$ cat config.mk
export PLATFORM = sky130hd
export DESIGN_NAME = crc16_frame_parser_with_timeout_flat
export DESIGN_NICKNAME = d
export VERILOG_FILES = /design/src/sv/cfp_pkg.sv /design/src/sv/cfp_if.sv /design/src/sv/cfp_crc16.sv /design/src/sv/cfp_csr.sv /design/src/sv/cfp_parser.sv /design/src/sv/crc16_frame_parser_with_timeout.sv /design/src/flat_wrapper.sv
export SDC_FILE = /design/constraint.sdc
export NUM_CORES = 1
export LEC_CHECK = 0
export ABC_AREA = 1
export BUFFER_PORTS_ARGS = -buffer_cell sky130_fd_sc_hd__buf_4
export CORE_ASPECT_RATIO = 0.9
export CORE_MARGIN = 8
export CORE_UTILIZATION = 50
export DETAILED_ROUTE_END_ITERATION = 7
export GPL_TIMING_DRIVEN = 1
export PLACE_DENSITY = 0.79
export SKIP_CTS_REPAIR_TIMING = 1
export SKIP_LAST_GASP = 1
export SYNTH_ARGS = -nofsm -noshare
export SYNTH_HDL_FRONTEND = slang
export SYNTH_SLANG_ARGS = --single-unit
$ cat constraint.sdc
create_clock -name clock -period 4.4 [get_ports clock]
set_input_delay 0.88 -clock clock [delete_from_list [all_inputs] [get_ports clock]]
set_output_delay 0.88 -clock clock [all_outputs]
set_load 0.02 [all_outputs]
$ cat src/sv/cfp_pkg.sv
// ----------------------------------------------------------------------------
// cfp_pkg
// Shared types and constants of the SOF/length/CRC-16 frame parser.
// ----------------------------------------------------------------------------
`timescale 1ns / 1ps

package cfp_pkg;

   // default width of the saturating error totals
   localparam int COUNTER_WIDTH_DEFAULT = 32;
   localparam int TOTAL_W = 32;

   // CRC-16/CCITT-FALSE
   localparam logic [15:0] CRC_START = 16'hFFFF;
   localparam logic [15:0] CRC_POLY  = 16'h1021;

   // header layout
   localparam int HDR_BYTES   = 6;
   localparam int HDR_SEQ_POS = 2;
   localparam int HDR_LEN_POS = 4;

   // configuration register reset values
   localparam logic [7:0]  SOF_FIRST_RST   = 8'hAA;
   localparam logic [7:0]  SOF_SECOND_RST  = 8'h55;
   localparam logic [15:0] MAX_LEN_RST     = 16'd256;
   localparam logic [31:0] TIMEOUT_US_RST  = 32'd100000;

   // register indexes
   typedef enum logic [1:0] {
      REG_SOF_FIRST  = 2'd0,
      REG_SOF_SECOND = 2'd1,
      REG_MAX_LEN    = 2'd2,
      REG_TIMEOUT_US = 2'd3
   } reg_index_type;

   // result status codes
   typedef enum logic [2:0] {
      ST_NONE    = 3'd0,
      ST_READY   = 3'd1,
      ST_FORMAT  = 3'd2,
      ST_CRC     = 3'd3,
      ST_TIMEOUT = 3'd4
   } status_type;

   // parse phases
   typedef enum logic [2:0] {
      PH_SOF_A    = 3'd0,
      PH_SOF_B    = 3'd1,
      PH_HEADER   = 3'd2,
      PH_PAYLOAD  = 3'd3,
      PH_CRC_LO   = 3'd4,
      PH_CRC_HI   = 3'd5
   } phase_type;

   // configuration seen by the parser
   typedef struct packed {
      logic [7:0]  sof_first;
      logic [7:0]  sof_second;
      logic [15:0] max_payload_length;
      logic [31:0] timeout_us;
   } cfg_type;

endpackage

$ cat src/sv/cfp_if.sv
// ----------------------------------------------------------------------------
// cfp_if
// Valid/ready channels of the frame parser: input words, result words and
// configuration writes.
// ----------------------------------------------------------------------------
`timescale 1ns / 1ps

interface cfp_req_if;
   logic        valid;
   logic        ready;
   logic        action;
   logic [7:0]  rx_byte;
   logic [31:0] step_us;

   modport source (output valid, action, rx_byte, step_us, input ready);
   modport sink   (input valid, action, rx_byte, step_us, output ready);
endinterface

interface cfp_rsp_if;
   logic        valid;
   logic        ready;
   logic [2:0]  status;
   logic        payload_valid;
   logic [15:0] payload_pos;
   logic [7:0]  payload_byte;
   logic [7:0]  frame_version;
   logic [7:0]  frame_message_id;
   logic [15:0] frame_sequence;
   logic [15:0] frame_payload_length;
   logic [31:0] format_errors;
   logic [31:0] crc_errors;
   logic [31:0] timeouts;

   modport source (output valid, status, payload_valid, payload_pos, payload_byte,
                   frame_version, frame_message_id, frame_sequence,
                   frame_payload_length, format_errors, crc_errors, timeouts,
                   input ready);
   modport sink   (input valid, status, payload_valid, payload_pos, payload_byte,
                   frame_version, frame_message_id, frame_sequence,
                   frame_payload_length, format_errors, crc_errors, timeouts,
                   output ready);
endinterface

interface cfp_csr_if;
   logic        valid;
   logic        ready;
   logic [1:0]  index;
   logic [31:0] data;

   modport source (output valid, index, data, input ready);
   modport sink   (input valid, index, data, output ready);
endinterface

$ cat src/sv/cfp_crc16.sv
// ----------------------------------------------------------------------------
// cfp_crc16
// One-byte update of CRC-16/CCITT-FALSE, eight shift steps in combinational logic.
// ----------------------------------------------------------------------------
`timescale 1ns / 1ps

module cfp_crc16 (
   input  logic [15:0] crc_in,
   input  logic [7:0]  data_in,
   output logic [15:0] crc_out
);
   import cfp_pkg::*;

   logic [15:0] crc_v;

   // msb-first polynomial division over the byte
   always_comb begin
      crc_v = crc_in ^ {data_in, 8'h00};
      for (int k = 0; k < 8; k++) begin
         if (crc_v[15]) begin
            crc_v = {crc_v[14:0], 1'b0} ^ CRC_POLY;
         end else begin
            crc_v = {crc_v[14:0], 1'b0};
         end
      end
      crc_out = crc_v;
   end

endmodule

$ cat src/sv/cfp_csr.sv
// ----------------------------------------------------------------------------
// cfp_csr
// Configuration registers: start-of-frame bytes, length limit and timeout.
// ----------------------------------------------------------------------------
`timescale 1ns / 1ps

module cfp_csr (
   input  logic            clock,
   input  logic            reset,
   cfp_csr_if.sink         csr,
   output cfp_pkg::cfg_type cfg
);
   import cfp_pkg::*;

   cfg_type cfg_ff;
   cfg_type cfg_in;

   assign csr.ready = 1'b1;
   assign cfg       = cfg_ff;

   // register write decode
   always_comb begin
      cfg_in = cfg_ff;
      if (csr.valid) begin
         unique case (reg_index_type'(csr.index))
            REG_SOF_FIRST:  cfg_in.sof_first          = csr.data[7:0];
            REG_SOF_SECOND: cfg_in.sof_second         = csr.data[7:0];
            REG_MAX_LEN:    cfg_in.max_payload_length = csr.data[15:0];
            REG_TIMEOUT_US: cfg_in.timeout_us         = csr.data;
         endcase
      end
   end

   always_ff @(posedge clock) begin
      if (reset) begin
         cfg_ff.sof_first          <= SOF_FIRST_RST;
         cfg_ff.sof_second         <= SOF_SECOND_RST;
         cfg_ff.max_payload_length <= MAX_LEN_RST;
         cfg_ff.timeout_us         <= TIMEOUT_US_RST;
      end else begin
         cfg_ff <= cfg_in;
      end
   end

endmodule

$ cat src/sv/cfp_parser.sv
// ----------------------------------------------------------------------------
// cfp_parser
// Input register, frame parse state machine with CRC check and timeout,
// and the result register.
// ----------------------------------------------------------------------------
`timescale 1ns / 1ps

module cfp_parser #(
   parameter int COUNTER_WIDTH = cfp_pkg::COUNTER_WIDTH_DEFAULT
) (
   input  logic             clock,
   input  logic             reset,
   input  cfp_pkg::cfg_type cfg,
   cfp_req_if.sink          req,
   cfp_rsp_if.source        rsp
);
   import cfp_pkg::*;

   // input register
   logic        in_valid_ff;
   logic        in_action_ff;
   logic [7:0]  in_byte_ff;
   logic [31:0] in_elapsed_ff;

   // parse state
   phase_type   phase_ff, phase_in;
   logic [7:0]  hdr_store_ff [HDR_BYTES];
   logic        hdr_wr;
   logic [2:0]  hdr_cnt_ff, hdr_cnt_in;
   logic [15:0] pay_cnt_ff, pay_cnt_in;
   logic [15:0] crc_ff, crc_in;
   logic [7:0]  chk_lo_ff, chk_lo_in;
   logic [31:0] idle_ff, idle_in;
   logic [7:0]  held_version_ff, held_version_in;
   logic [7:0]  held_msg_id_ff, held_msg_id_in;
   logic [15:0] held_seq_ff, held_seq_in;
   logic [15:0] held_len_ff, held_len_in;
   logic [COUNTER_WIDTH-1:0] fmt_cnt_ff, fmt_cnt_in;
   logic [COUNTER_WIDTH-1:0] crc_cnt_ff, crc_cnt_in;
   logic [COUNTER_WIDTH-1:0] tmo_cnt_ff, tmo_cnt_in;

   // result register
   logic        rsp_valid_ff;
   status_type  status_ff, status_in;
   logic        pvalid_ff, pvalid_in;
   logic [15:0] pindex_ff, pindex_in;
   logic [7:0]  pbyte_ff, pbyte_in;

   logic        fire;
   logic        req_take;
   logic [15:0] crc_next;
   logic [32:0] idle_sum;
   logic [15:0] hdr_len;
   logic [15:0] pay_cnt_inc;

   // handshake: a word moves on whenever the result register is free
   assign fire     = in_valid_ff && (!rsp_valid_ff || rsp.ready);
   assign req_take = req.valid && req.ready;
   assign req.ready = !in_valid_ff || fire;

   cfp_crc16 u_crc (
      .crc_in  (crc_ff),
      .data_in (in_byte_ff),
      .crc_out (crc_next)
   );

   assign idle_sum    = {1'b0, idle_ff} + {1'b0, in_elapsed_ff};
   assign hdr_len     = {in_byte_ff, hdr_store_ff[HDR_LEN_POS]};
   assign pay_cnt_inc = pay_cnt_ff + 16'd1;

   // next state and result
   always_comb begin
      phase_in        = phase_ff;
      hdr_wr          = 1'b0;
      hdr_cnt_in      = hdr_cnt_ff;
      pay_cnt_in      = pay_cnt_ff;
      crc_in          = crc_ff;
      chk_lo_in       = chk_lo_ff;
      idle_in         = idle_ff;
      held_version_in = held_version_ff;
      held_msg_id_in  = held_msg_id_ff;
      held_seq_in     = held_seq_ff;
      held_len_in     = held_len_ff;
      fmt_cnt_in      = fmt_cnt_ff;
      crc_cnt_in      = crc_cnt_ff;
      tmo_cnt_in      = tmo_cnt_ff;
      status_in       = ST_NONE;
      pvalid_in       = 1'b0;
      pindex_in       = 16'd0;
      pbyte_in        = 8'd0;

      if (in_action_ff) begin
         // time advance counts only while a frame is partial
         if (phase_ff != PH_SOF_A) begin
            if (idle_sum >= {1'b0, cfg.timeout_us}) begin
               if (tmo_cnt_ff != '1) tmo_cnt_in = tmo_cnt_ff + 1'b1;
               phase_in   = PH_SOF_A;
               hdr_cnt_in = 3'd0;
               pay_cnt_in = 16'd0;
               crc_in     = CRC_START;
               chk_lo_in  = 8'd0;
               idle_in    = 32'd0;
               status_in  = ST_TIMEOUT;
            end else begin
               idle_in = idle_sum[31:0];
            end
         end
      end else begin
         if (phase_ff != PH_SOF_A) idle_in = 32'd0;
         unique case (phase_ff)
            PH_SOF_A: begin
               if (in_byte_ff == cfg.sof_first) phase_in = PH_SOF_B;
            end
            PH_SOF_B: begin
               // second sof is checked first, a repeated first sof keeps waiting
               if (in_byte_ff == cfg.sof_second) begin
                  phase_in   = PH_HEADER;
                  hdr_cnt_in = 3'd0;
                  crc_in     = CRC_START;
               end else if (in_byte_ff != cfg.sof_first) begin
                  phase_in = PH_SOF_A;
               end
            end
            PH_HEADER: begin
               hdr_wr     = 1'b1;
               hdr_cnt_in = hdr_cnt_ff + 3'd1;
               crc_in     = crc_next;
               if (hdr_cnt_ff == 3'(HDR_BYTES - 1)) begin
                  if (hdr_len > cfg.max_payload_length) begin
                     if (fmt_cnt_ff != '1) fmt_cnt_in = fmt_cnt_ff + 1'b1;
                     phase_in   = PH_SOF_A;
                     hdr_cnt_in = 3'd0;
                     pay_cnt_in = 16'd0;
                     crc_in     = CRC_START;
                     chk_lo_in  = 8'd0;
                     idle_in    = 32'd0;
                     status_in  = ST_FORMAT;
                  end else begin
                     held_version_in = hdr_store_ff[0];
                     held_msg_id_in  = hdr_store_ff[1];
                     held_seq_in     = {hdr_store_ff[HDR_SEQ_POS + 1],
                                        hdr_store_ff[HDR_SEQ_POS]};
                     held_len_in     = hdr_len;
                     pay_cnt_in      = 16'd0;
                     phase_in        = (hdr_len == 16'd0) ? PH_CRC_LO : PH_PAYLOAD;
                  end
               end
            end
            PH_PAYLOAD: begin
               pvalid_in  = 1'b1;
               pindex_in  = pay_cnt_ff;
               pbyte_in   = in_byte_ff;
               pay_cnt_in = pay_cnt_inc;
               crc_in     = crc_next;
               if (pay_cnt_inc == held_len_ff) phase_in = PH_CRC_LO;
            end
            PH_CRC_LO: begin
               chk_lo_in = in_byte_ff;
               phase_in  = PH_CRC_HI;
            end
            PH_CRC_HI: begin
               if ({in_byte_ff, chk_lo_ff} == crc_ff) begin
                  status_in = ST_READY;
               end else begin
                  if (crc_cnt_ff != '1) crc_cnt_in = crc_cnt_ff + 1'b1;
                  status_in = ST_CRC;
               end
               phase_in   = PH_SOF_A;
               hdr_cnt_in = 3'd0;
               pay_cnt_in = 16'd0;
               crc_in     = CRC_START;
               chk_lo_in  = 8'd0;
               idle_in    = 32'd0;
            end
            default: begin
               // unused phase code drops the frame as a format error
               if (fmt_cnt_ff != '1) fmt_cnt_in = fmt_cnt_ff + 1'b1;
               phase_in   = PH_SOF_A;
               hdr_cnt_in = 3'd0;
               pay_cnt_in = 16'd0;
               crc_in     = CRC_START;
               chk_lo_in  = 8'd0;
               idle_in    = 32'd0;
               status_in  = ST_FORMAT;
            end
         endcase
      end
   end

   // input register
   always_ff @(posedge clock) begin
      if (reset) begin
         in_valid_ff <= 1'b0;
      end else if (req_take) begin
         in_valid_ff <= 1'b1;
      end else if (fire) begin
         in_valid_ff <= 1'b0;
      end
   end

   always_ff @(posedge clock) begin
      if (req_take) begin
         in_action_ff  <= req.action;
         in_byte_ff    <= req.rx_byte;
         in_elapsed_ff <= req.step_us;
      end
   end

   // header byte store
   always_ff @(posedge clock) begin
      if (fire && hdr_wr) begin
         for (int i = 0; i < HDR_BYTES; i++) begin
            if (hdr_cnt_ff == 3'(i)) hdr_store_ff[i] <= in_byte_ff;
         end
      end
   end

   // parse state register
   always_ff @(posedge clock) begin
      if (reset) begin
         phase_ff        <= PH_SOF_A;
         hdr_cnt_ff      <= 3'd0;
         pay_cnt_ff      <= 16'd0;
         crc_ff          <= CRC_START;
         chk_lo_ff       <= 8'd0;
         idle_ff         <= 32'd0;
         held_version_ff <= 8'd0;
         held_msg_id_ff  <= 8'd0;
         held_seq_ff     <= 16'd0;
         held_len_ff     <= 16'd0;
         fmt_cnt_ff      <= '0;
         crc_cnt_ff      <= '0;
         tmo_cnt_ff      <= '0;
      end else if (fire) begin
         phase_ff        <= phase_in;
         hdr_cnt_ff      <= hdr_cnt_in;
         pay_cnt_ff      <= pay_cnt_in;
         crc_ff          <= crc_in;
         chk_lo_ff       <= chk_lo_in;
         idle_ff         <= idle_in;
         held_version_ff <= held_version_in;
         held_msg_id_ff  <= held_msg_id_in;
         held_seq_ff     <= held_seq_in;
         held_len_ff     <= held_len_in;
         fmt_cnt_ff      <= fmt_cnt_in;
         crc_cnt_ff      <= crc_cnt_in;
         tmo_cnt_ff      <= tmo_cnt_in;
      end
   end

   // result register
   always_ff @(posedge clock) begin
      if (reset) begin
         rsp_valid_ff <= 1'b0;
      end else if (fire) begin
         rsp_valid_ff <= 1'b1;
      end else if (rsp.ready) begin
         rsp_valid_ff <= 1'b0;
      end
   end

   always_ff @(posedge clock) begin
      if (fire) begin
         status_ff <= status_in;
         pvalid_ff <= pvalid_in;
         pindex_ff <= pindex_in;
         pbyte_ff  <= pbyte_in;
      end
   end

   // held header fields and totals change only when the next word is taken
   assign rsp.valid                = rsp_valid_ff;
   assign rsp.status               = status_ff;
   assign rsp.payload_valid        = pvalid_ff;
   assign rsp.payload_pos          = pindex_ff;
   assign rsp.payload_byte         = pbyte_ff;
   assign rsp.frame_version        = held_version_ff;
   assign rsp.frame_message_id     = held_msg_id_ff;
   assign rsp.frame_sequence       = held_seq_ff;
   assign rsp.frame_payload_length = held_len_ff;
   assign rsp.format_errors        = TOTAL_W'(fmt_cnt_ff);
   assign rsp.crc_errors           = TOTAL_W'(crc_cnt_ff);
   assign rsp.timeouts             = TOTAL_W'(tmo_cnt_ff);

endmodule

$ cat src/sv/crc16_frame_parser_with_timeout.sv
// ----------------------------------------------------------------------------
// crc16_frame_parser_with_timeout
// Path: a word is taken into the input register and moves to the result register
// when that is free. Throughput: one word per cycle while the result side accepts;
// the byte-wide CRC-16 update and 33-bit timeout compare lie between the two registers.
// Reset: synchronous; registers return to defaults, counters and held header
// fields clear, the parser hunts for the first start-of-frame byte.
// ----------------------------------------------------------------------------
`timescale 1ns / 1ps

module crc16_frame_parser_with_timeout #(
   parameter int COUNTER_WIDTH = cfp_pkg::COUNTER_WIDTH_DEFAULT
) (
   input  logic       clock,
   input  logic       reset,
   cfp_req_if.sink    req_bus,
   cfp_rsp_if.source  rsp_bus,
   cfp_csr_if.sink    csr_bus
);
   import cfp_pkg::*;

   cfg_type cfg;

   // configuration registers
   cfp_csr u_csr (
      .clock (clock),
      .reset (reset),
      .csr   (csr_bus),
      .cfg   (cfg)
   );

   // frame parser
   cfp_parser #(
      .COUNTER_WIDTH (COUNTER_WIDTH)
   ) u_parser (
      .clock (clock),
      .reset (reset),
      .cfg   (cfg),
      .req   (req_bus),
      .rsp   (rsp_bus)
   );

endmodule
$ cat src/flat_wrapper.sv
// flat-port wrapper written by rule: the top's interface ports become plain ports
module crc16_frame_parser_with_timeout_flat import cfp_pkg::*;
#(
   parameter int COUNTER_WIDTH = cfp_pkg::COUNTER_WIDTH_DEFAULT
)
  (clock, reset, req_bus_valid, req_bus_action, req_bus_rx_byte, req_bus_step_us, req_bus_ready, rsp_bus_valid, rsp_bus_status, rsp_bus_payload_valid, rsp_bus_payload_pos, rsp_bus_payload_byte, rsp_bus_frame_version, rsp_bus_frame_message_id, rsp_bus_frame_sequence, rsp_bus_frame_payload_length, rsp_bus_format_errors, rsp_bus_crc_errors, rsp_bus_timeouts, rsp_bus_ready, csr_bus_valid, csr_bus_index, csr_bus_data, csr_bus_ready);
  cfp_req_if req_bus_i ();
  cfp_rsp_if rsp_bus_i ();
  cfp_csr_if csr_bus_i ();
  input  logic clock;
  input  logic reset;
  input wire logic [$bits(req_bus_i.valid)-1:0] req_bus_valid;
  input wire logic [$bits(req_bus_i.action)-1:0] req_bus_action;
  input wire logic [$bits(req_bus_i.rx_byte)-1:0] req_bus_rx_byte;
  input wire logic [$bits(req_bus_i.step_us)-1:0] req_bus_step_us;
  output wire logic [$bits(req_bus_i.ready)-1:0] req_bus_ready;
  output wire logic [$bits(rsp_bus_i.valid)-1:0] rsp_bus_valid;
  output wire logic [$bits(rsp_bus_i.status)-1:0] rsp_bus_status;
  output wire logic [$bits(rsp_bus_i.payload_valid)-1:0] rsp_bus_payload_valid;
  output wire logic [$bits(rsp_bus_i.payload_pos)-1:0] rsp_bus_payload_pos;
  output wire logic [$bits(rsp_bus_i.payload_byte)-1:0] rsp_bus_payload_byte;
  output wire logic [$bits(rsp_bus_i.frame_version)-1:0] rsp_bus_frame_version;
  output wire logic [$bits(rsp_bus_i.frame_message_id)-1:0] rsp_bus_frame_message_id;
  output wire logic [$bits(rsp_bus_i.frame_sequence)-1:0] rsp_bus_frame_sequence;
  output wire logic [$bits(rsp_bus_i.frame_payload_length)-1:0] rsp_bus_frame_payload_length;
  output wire logic [$bits(rsp_bus_i.format_errors)-1:0] rsp_bus_format_errors;
  output wire logic [$bits(rsp_bus_i.crc_errors)-1:0] rsp_bus_crc_errors;
  output wire logic [$bits(rsp_bus_i.timeouts)-1:0] rsp_bus_timeouts;
  input wire logic [$bits(rsp_bus_i.ready)-1:0] rsp_bus_ready;
  input wire logic [$bits(csr_bus_i.valid)-1:0] csr_bus_valid;
  input wire logic [$bits(csr_bus_i.index)-1:0] csr_bus_index;
  input wire logic [$bits(csr_bus_i.data)-1:0] csr_bus_data;
  output wire logic [$bits(csr_bus_i.ready)-1:0] csr_bus_ready;
  assign req_bus_i.valid = req_bus_valid;
  assign req_bus_i.action = req_bus_action;
  assign req_bus_i.rx_byte = req_bus_rx_byte;
  assign req_bus_i.step_us = req_bus_step_us;
  assign req_bus_ready = req_bus_i.ready;
  assign rsp_bus_valid = rsp_bus_i.valid;
  assign rsp_bus_status = rsp_bus_i.status;
  assign rsp_bus_payload_valid = rsp_bus_i.payload_valid;
  assign rsp_bus_payload_pos = rsp_bus_i.payload_pos;
  assign rsp_bus_payload_byte = rsp_bus_i.payload_byte;
  assign rsp_bus_frame_version = rsp_bus_i.frame_version;
  assign rsp_bus_frame_message_id = rsp_bus_i.frame_message_id;
  assign rsp_bus_frame_sequence = rsp_bus_i.frame_sequence;
  assign rsp_bus_frame_payload_length = rsp_bus_i.frame_payload_length;
  assign rsp_bus_format_errors = rsp_bus_i.format_errors;
  assign rsp_bus_crc_errors = rsp_bus_i.crc_errors;
  assign rsp_bus_timeouts = rsp_bus_i.timeouts;
  assign rsp_bus_i.ready = rsp_bus_ready;
  assign csr_bus_i.valid = csr_bus_valid;
  assign csr_bus_i.index = csr_bus_index;
  assign csr_bus_i.data = csr_bus_data;
  assign csr_bus_ready = csr_bus_i.ready;
  crc16_frame_parser_with_timeout #(.COUNTER_WIDTH(COUNTER_WIDTH)) u_core (.clock(clock), .reset(reset), .req_bus(req_bus_i), .rsp_bus(rsp_bus_i), .csr_bus(csr_bus_i));
endmodule
==> impl_results.rst <==
.. list-table::
   :header-rows: 1

   * - Metric
     - Value
   * - Post-Route Utilization
     - 61.0%
   * - Share of synthesized area occupied by flip-flops and latches
     - 44.2%
   * - Least setup slack across all paths after layout
     - 302 ps
   * - Clock latency reported for the late side of the worst-skew pair
     - 580 ps
   * - Most used cell along the critical path
     - sky130_fd_sc_hd__nand2_1
   * - Fin crit period
     - 4100 ps
   * - Post-route ant nets
     - 0
   * - Detailed Routing Iterations Pass 1
     - 6
   * - P per Cell Area
     - 356 nW/µm²
   * - Req. time, crit path
     - 4900 ps
   * - Clock slew at the register clock pins of the worst setup and hold paths
     - 60 ps
   * - # port buffers
     - 253
   * - Number of synthesized register bits
     - 397
   * - Run status
     - complete, no violations
   * - TritonCTS clock tree
     - done
   * - Via count of the first global-routing pass
     - 18054
   * - Pre-CTS setup slack
     - 112 ps
   * - Static Leakage
     - 0.0103 µW
   * - Type of the tightest min-delay check
     - register to register
   * - DRC violation count after routing
     - 0
   * - Horizontal extent of the die
     - 229 µm
   * - Endpoints failing hold
     - 0
   * - Register-to-register setup slack
     - 300 ps
   * - Most common library cell in the layout ignoring fill and taps
     - sky130_fd_sc_hd__nand2_1
   * - TritonCTS Buffers
     - 44
   * - Height of the die
     - 208 µm
   * - Class of the most critical setup path
     - register to register
   * - Top cells by area in the synthesized netlist
     - sky130_fd_sc_hd__dfxtp_1, sky130_fd_sc_hd__edfxtp_1, sky130_fd_sc_hd__nand2_1, sky130_fd_sc_hd__nor2_1, sky130_fd_sc_hd__a21oi_1
   * - Via count normalized by instance count
     - 5.44
   * - Sink Count
     - 397
   * - Count of H-tree levels built during CTS
     - 2
   * - Number of antenna violations at the first check in global routing
     - 0
   * - Initial core utilization
     - 50.5%
   * - Number of failing setup endpoints in the final timing report
     - 0
   * - Endpoint, Worst Hold
     - u_core.u_csr.cfg[45]$_SDFFE_PP0P_
   * - Worst slew margin
     - 29.4%
   * - Setup_tns
     - 0 ps
   * - Global-route congestion overflow total
     - 0
   * - Clock Path Buffers
     - 3
   * - Syn Nets
     - 2811
   * - Worst R2R Path Depth
     - 29
   * - Total Routing Usage GR
     - 24.0%
   * - FF-to-FF End
     - u_core.u_parser.rsp.timeouts[25]$_SDFFE_PP0P_
   * - Detailed placement HPWL
     - 43.8 mm
   * - Maximum number of pins on one net before global-route repair
     - 100
   * - Biggest fanout along the worst timing path
     - 14
   * - Slowest Stage Delay on Critical Path
     - 390 ps
   * - Rows
     - 70
   * - Hold_ws
     - 460 ps
   * - Synth warn
     - 0
   * - Unrepaired setup endpoints after global routing
     - false
   * - Post-synthesis area per instance
     - 7.74 µm²
   * - Synth top area share
     - 28.2%
   * - Kind of end point of the critical path
     - register
   * - Die area
     - 47600 µm²
   * - Most used cells in the layout excluding fill and tap cells
     - sky130_fd_sc_hd__nand2_1, sky130_fd_sc_hd__nor2_1, sky130_fd_sc_hd__buf_4
   * - Post-synthesis async set-or-reset flop share
     - 0%
   * - Slowest cell on the critical path
     - sky130_fd_sc_hd__fa_1
   * - Gate count after technology mapping
     - 2641
   * - Hold Startpoint
     - u_core.u_csr.cfg[45]$_SDFFE_PP0P_
   * - Number of pins with negative max-slew slack in the final report
     - 0
   * - Area leader, netlist
     - sky130_fd_sc_hd__dfxtp_1
   * - Wire per inst
     - 17.3 µm
   * - Count of routing violations after the opening detailed-route iteration
     - 1784
   * - Final cycle utilization of the critical path
     - 93.1%
   * - Pin slew with the least headroom to its limit
     - 1060 ps
   * - Crit start category
     - register
   * - Setup clock skew after layout
     - 36.0 ps
   * - Layout Area Growth over Synthesis
     - 20.8%
   * - Antenna diodes
     - 0
   * - Launching point of the worst reg2reg path
     - u_core.u_parser.in_elapsed_ff[0]$_DFFE_PP_
   * - Startpoint of the most critical setup path
     - u_core.u_parser.in_elapsed_ff[0]$_DFFE_PP_
   * - Number of maximum-capacitance violations
     - 0
   * - Top-Level Pins
     - 255
   * - Total Routed Length
     - 60.1 mm
   * - EDFF count, synth
     - 109
   * - Top flip-flop cell by instance count after synthesis
     - sky130_fd_sc_hd__dfxtp_1
   * - Total number of nets in the final design
     - 3068
   * - RD Place Congestion
     - 0.986
   * - Core ar.
     - 40500 µm²
   * - Post-synth cell types
     - 54
   * - Total via count in the routed design
     - 18909
   * - Highest clock frequency the design can meet
     - 244 MHz
   * - Arrival time worst endpoint
     - 4600 ps
   * - Cell area after synthesis
     - 20500 µm²
   * - Worst hold path depth
     - 2
   * - Clock tree root buffer cell
     - sky130_fd_sc_hd__clkbuf_16
   * - Largest vdd supply drop
     - 0.307 mV
   * - Wire length of the first global-routing pass
     - 95.5 mm
   * - Layout cells sized above 1
     - 14.4%
power by group:
part	internal [µW]	switching, µW	leakage (µW)
Clock	2450	1560	0.000769
Combinational	316	560	0.00615
Sequential	3850	66.1	0.00337
Yosys cell counts (8+ instances only):
cell type / count
sky130_fd_sc_hd__nand2_1: 546
sky130_fd_sc_hd__nor3_1: 65
sky130_fd_sc_hd__ha_1: 89
sky130_fd_sc_hd__nand3_1: 100
sky130_fd_sc_hd__o21ai_0: 171
sky130_fd_sc_hd__o21ai_1: 8
sky130_fd_sc_hd__clkbuf_1: 54
sky130_fd_sc_hd__inv_1: 251
sky130_fd_sc_hd__nand4_1: 47
sky130_fd_sc_hd__a21oi_1: 253
sky130_fd_sc_hd__nor2_1: 345
sky130_fd_sc_hd__edfxtp_1: 109
sky130_fd_sc_hd__dfxtp_1: 288
sky130_fd_sc_hd__buf_2: 22
sky130_fd_sc_hd__xor2_1: 95
sky130_fd_sc_hd__a22oi_1: 14
sky130_fd_sc_hd__xnor2_1: 50
sky130_fd_sc_hd__nor4_1: 26
worst max-delay path: cells and delay by family (launching register included):
kind                     cells  cell delay, ps
AND/OR/NAND/NOR             18            1660
adder cells (fa/ha/maj)      3             870
AO/OA/AOI/OAI                4             680
flip-flops                   1             340
buffers and inverters        3             340
XOR/XNOR                     1             130
stage by stage:
step | power (µW) | cell area, µm² | std cells
floorplan | 4540 | 20500 | 2641
global placement | 4790 | 22900 | 3378
detailed placement | 4830 | 22900 | 3378
CTS | 8830 | 24500 | 3460
global route | 9110 | 24700 | 3474
finish | 8800 | 24700 | 3474
worst max path at each step:
stage,to
6_report,u_core.u_parser.rsp.timeouts[25]$_SDFFE_PP0P_
5_1_grt,u_core.u_parser.rsp.timeouts[25]$_SDFFE_PP0P_
4_1_cts,u_core.u_parser.rsp.timeouts[25]$_SDFFE_PP0P_
3_5_place_dp,u_core.u_parser.rsp.timeouts[25]$_SDFFE_PP0P_
3_3_place_gp,u_core.u_parser.rsp.timeouts[25]$_SDFFE_PP0P_
2_1_floorplan,u_core.u_parser.rsp.timeouts[11]$_SDFFE_PP0P_
per-layer routing:
layer	GRT usage [%]	part of all wire [%]	up-vias
met5	0	0	-
met4	8.50	3.0	0
met3	4.14	6.2	132
met2	40.2	47	653
met1	31.0	43	8851
li1	-	-	9273
flip-flops by register name, indices dropped and copies added, names as in the netlist, 16 cells and up:
| signal | count |
|---|---|
| u_core.u_parser.crc_ff | 16 |
| u_core.u_csr.cfg | 64 |
| u_core.u_parser.idle_ff | 32 |
| u_core.u_parser.pay_cnt_ff | 16 |
| u_core.u_parser.rsp.frame_payload_length | 16 |
| u_core.u_parser.rsp.timeouts | 32 |
| u_core.u_parser.rsp.payload_pos | 16 |
| u_core.u_parser.rsp.crc_errors | 32 |
| u_core.u_parser.in_elapsed_ff | 32 |
| u_core.u_parser.rsp.format_errors | 32 |
| rsp_bus_frame_sequence | 16 |
| u_core.u_parser.hdr_store_ff | 40 |
logic make-up (layout without fill, tap and decap cells):
| group | after synthesis | count (layout) | share of synthesized area (%) |
|---|---|---|---|
| and+or+nand+nor | 1172 | 1173 | 24.3 |
| AOI/OAI and AO/OA | 485 | 485 | 12.5 |
| DFF | 397 | 397 | 44.2 |
| buffers and inverters | 347 | 639 | 6.75 |
| xor gates and xnor gates | 149 | 149 | 6.65 |
| adders and majority gates | 90 | 90 | 5.54 |
| other | 1 | 1 | 0.0183 |
cell type report:
cell class,count,area [µm²]
flip-flops and latches,397,9040
repair buffers,298,2300
inverters,259,980
fillers,3567,15800
clock inverters,23,325
well taps,540,676
clock buffers,59,1270
multi-input cells,1898,10100
Note: power is estimated with default switching activity, not from simulation.
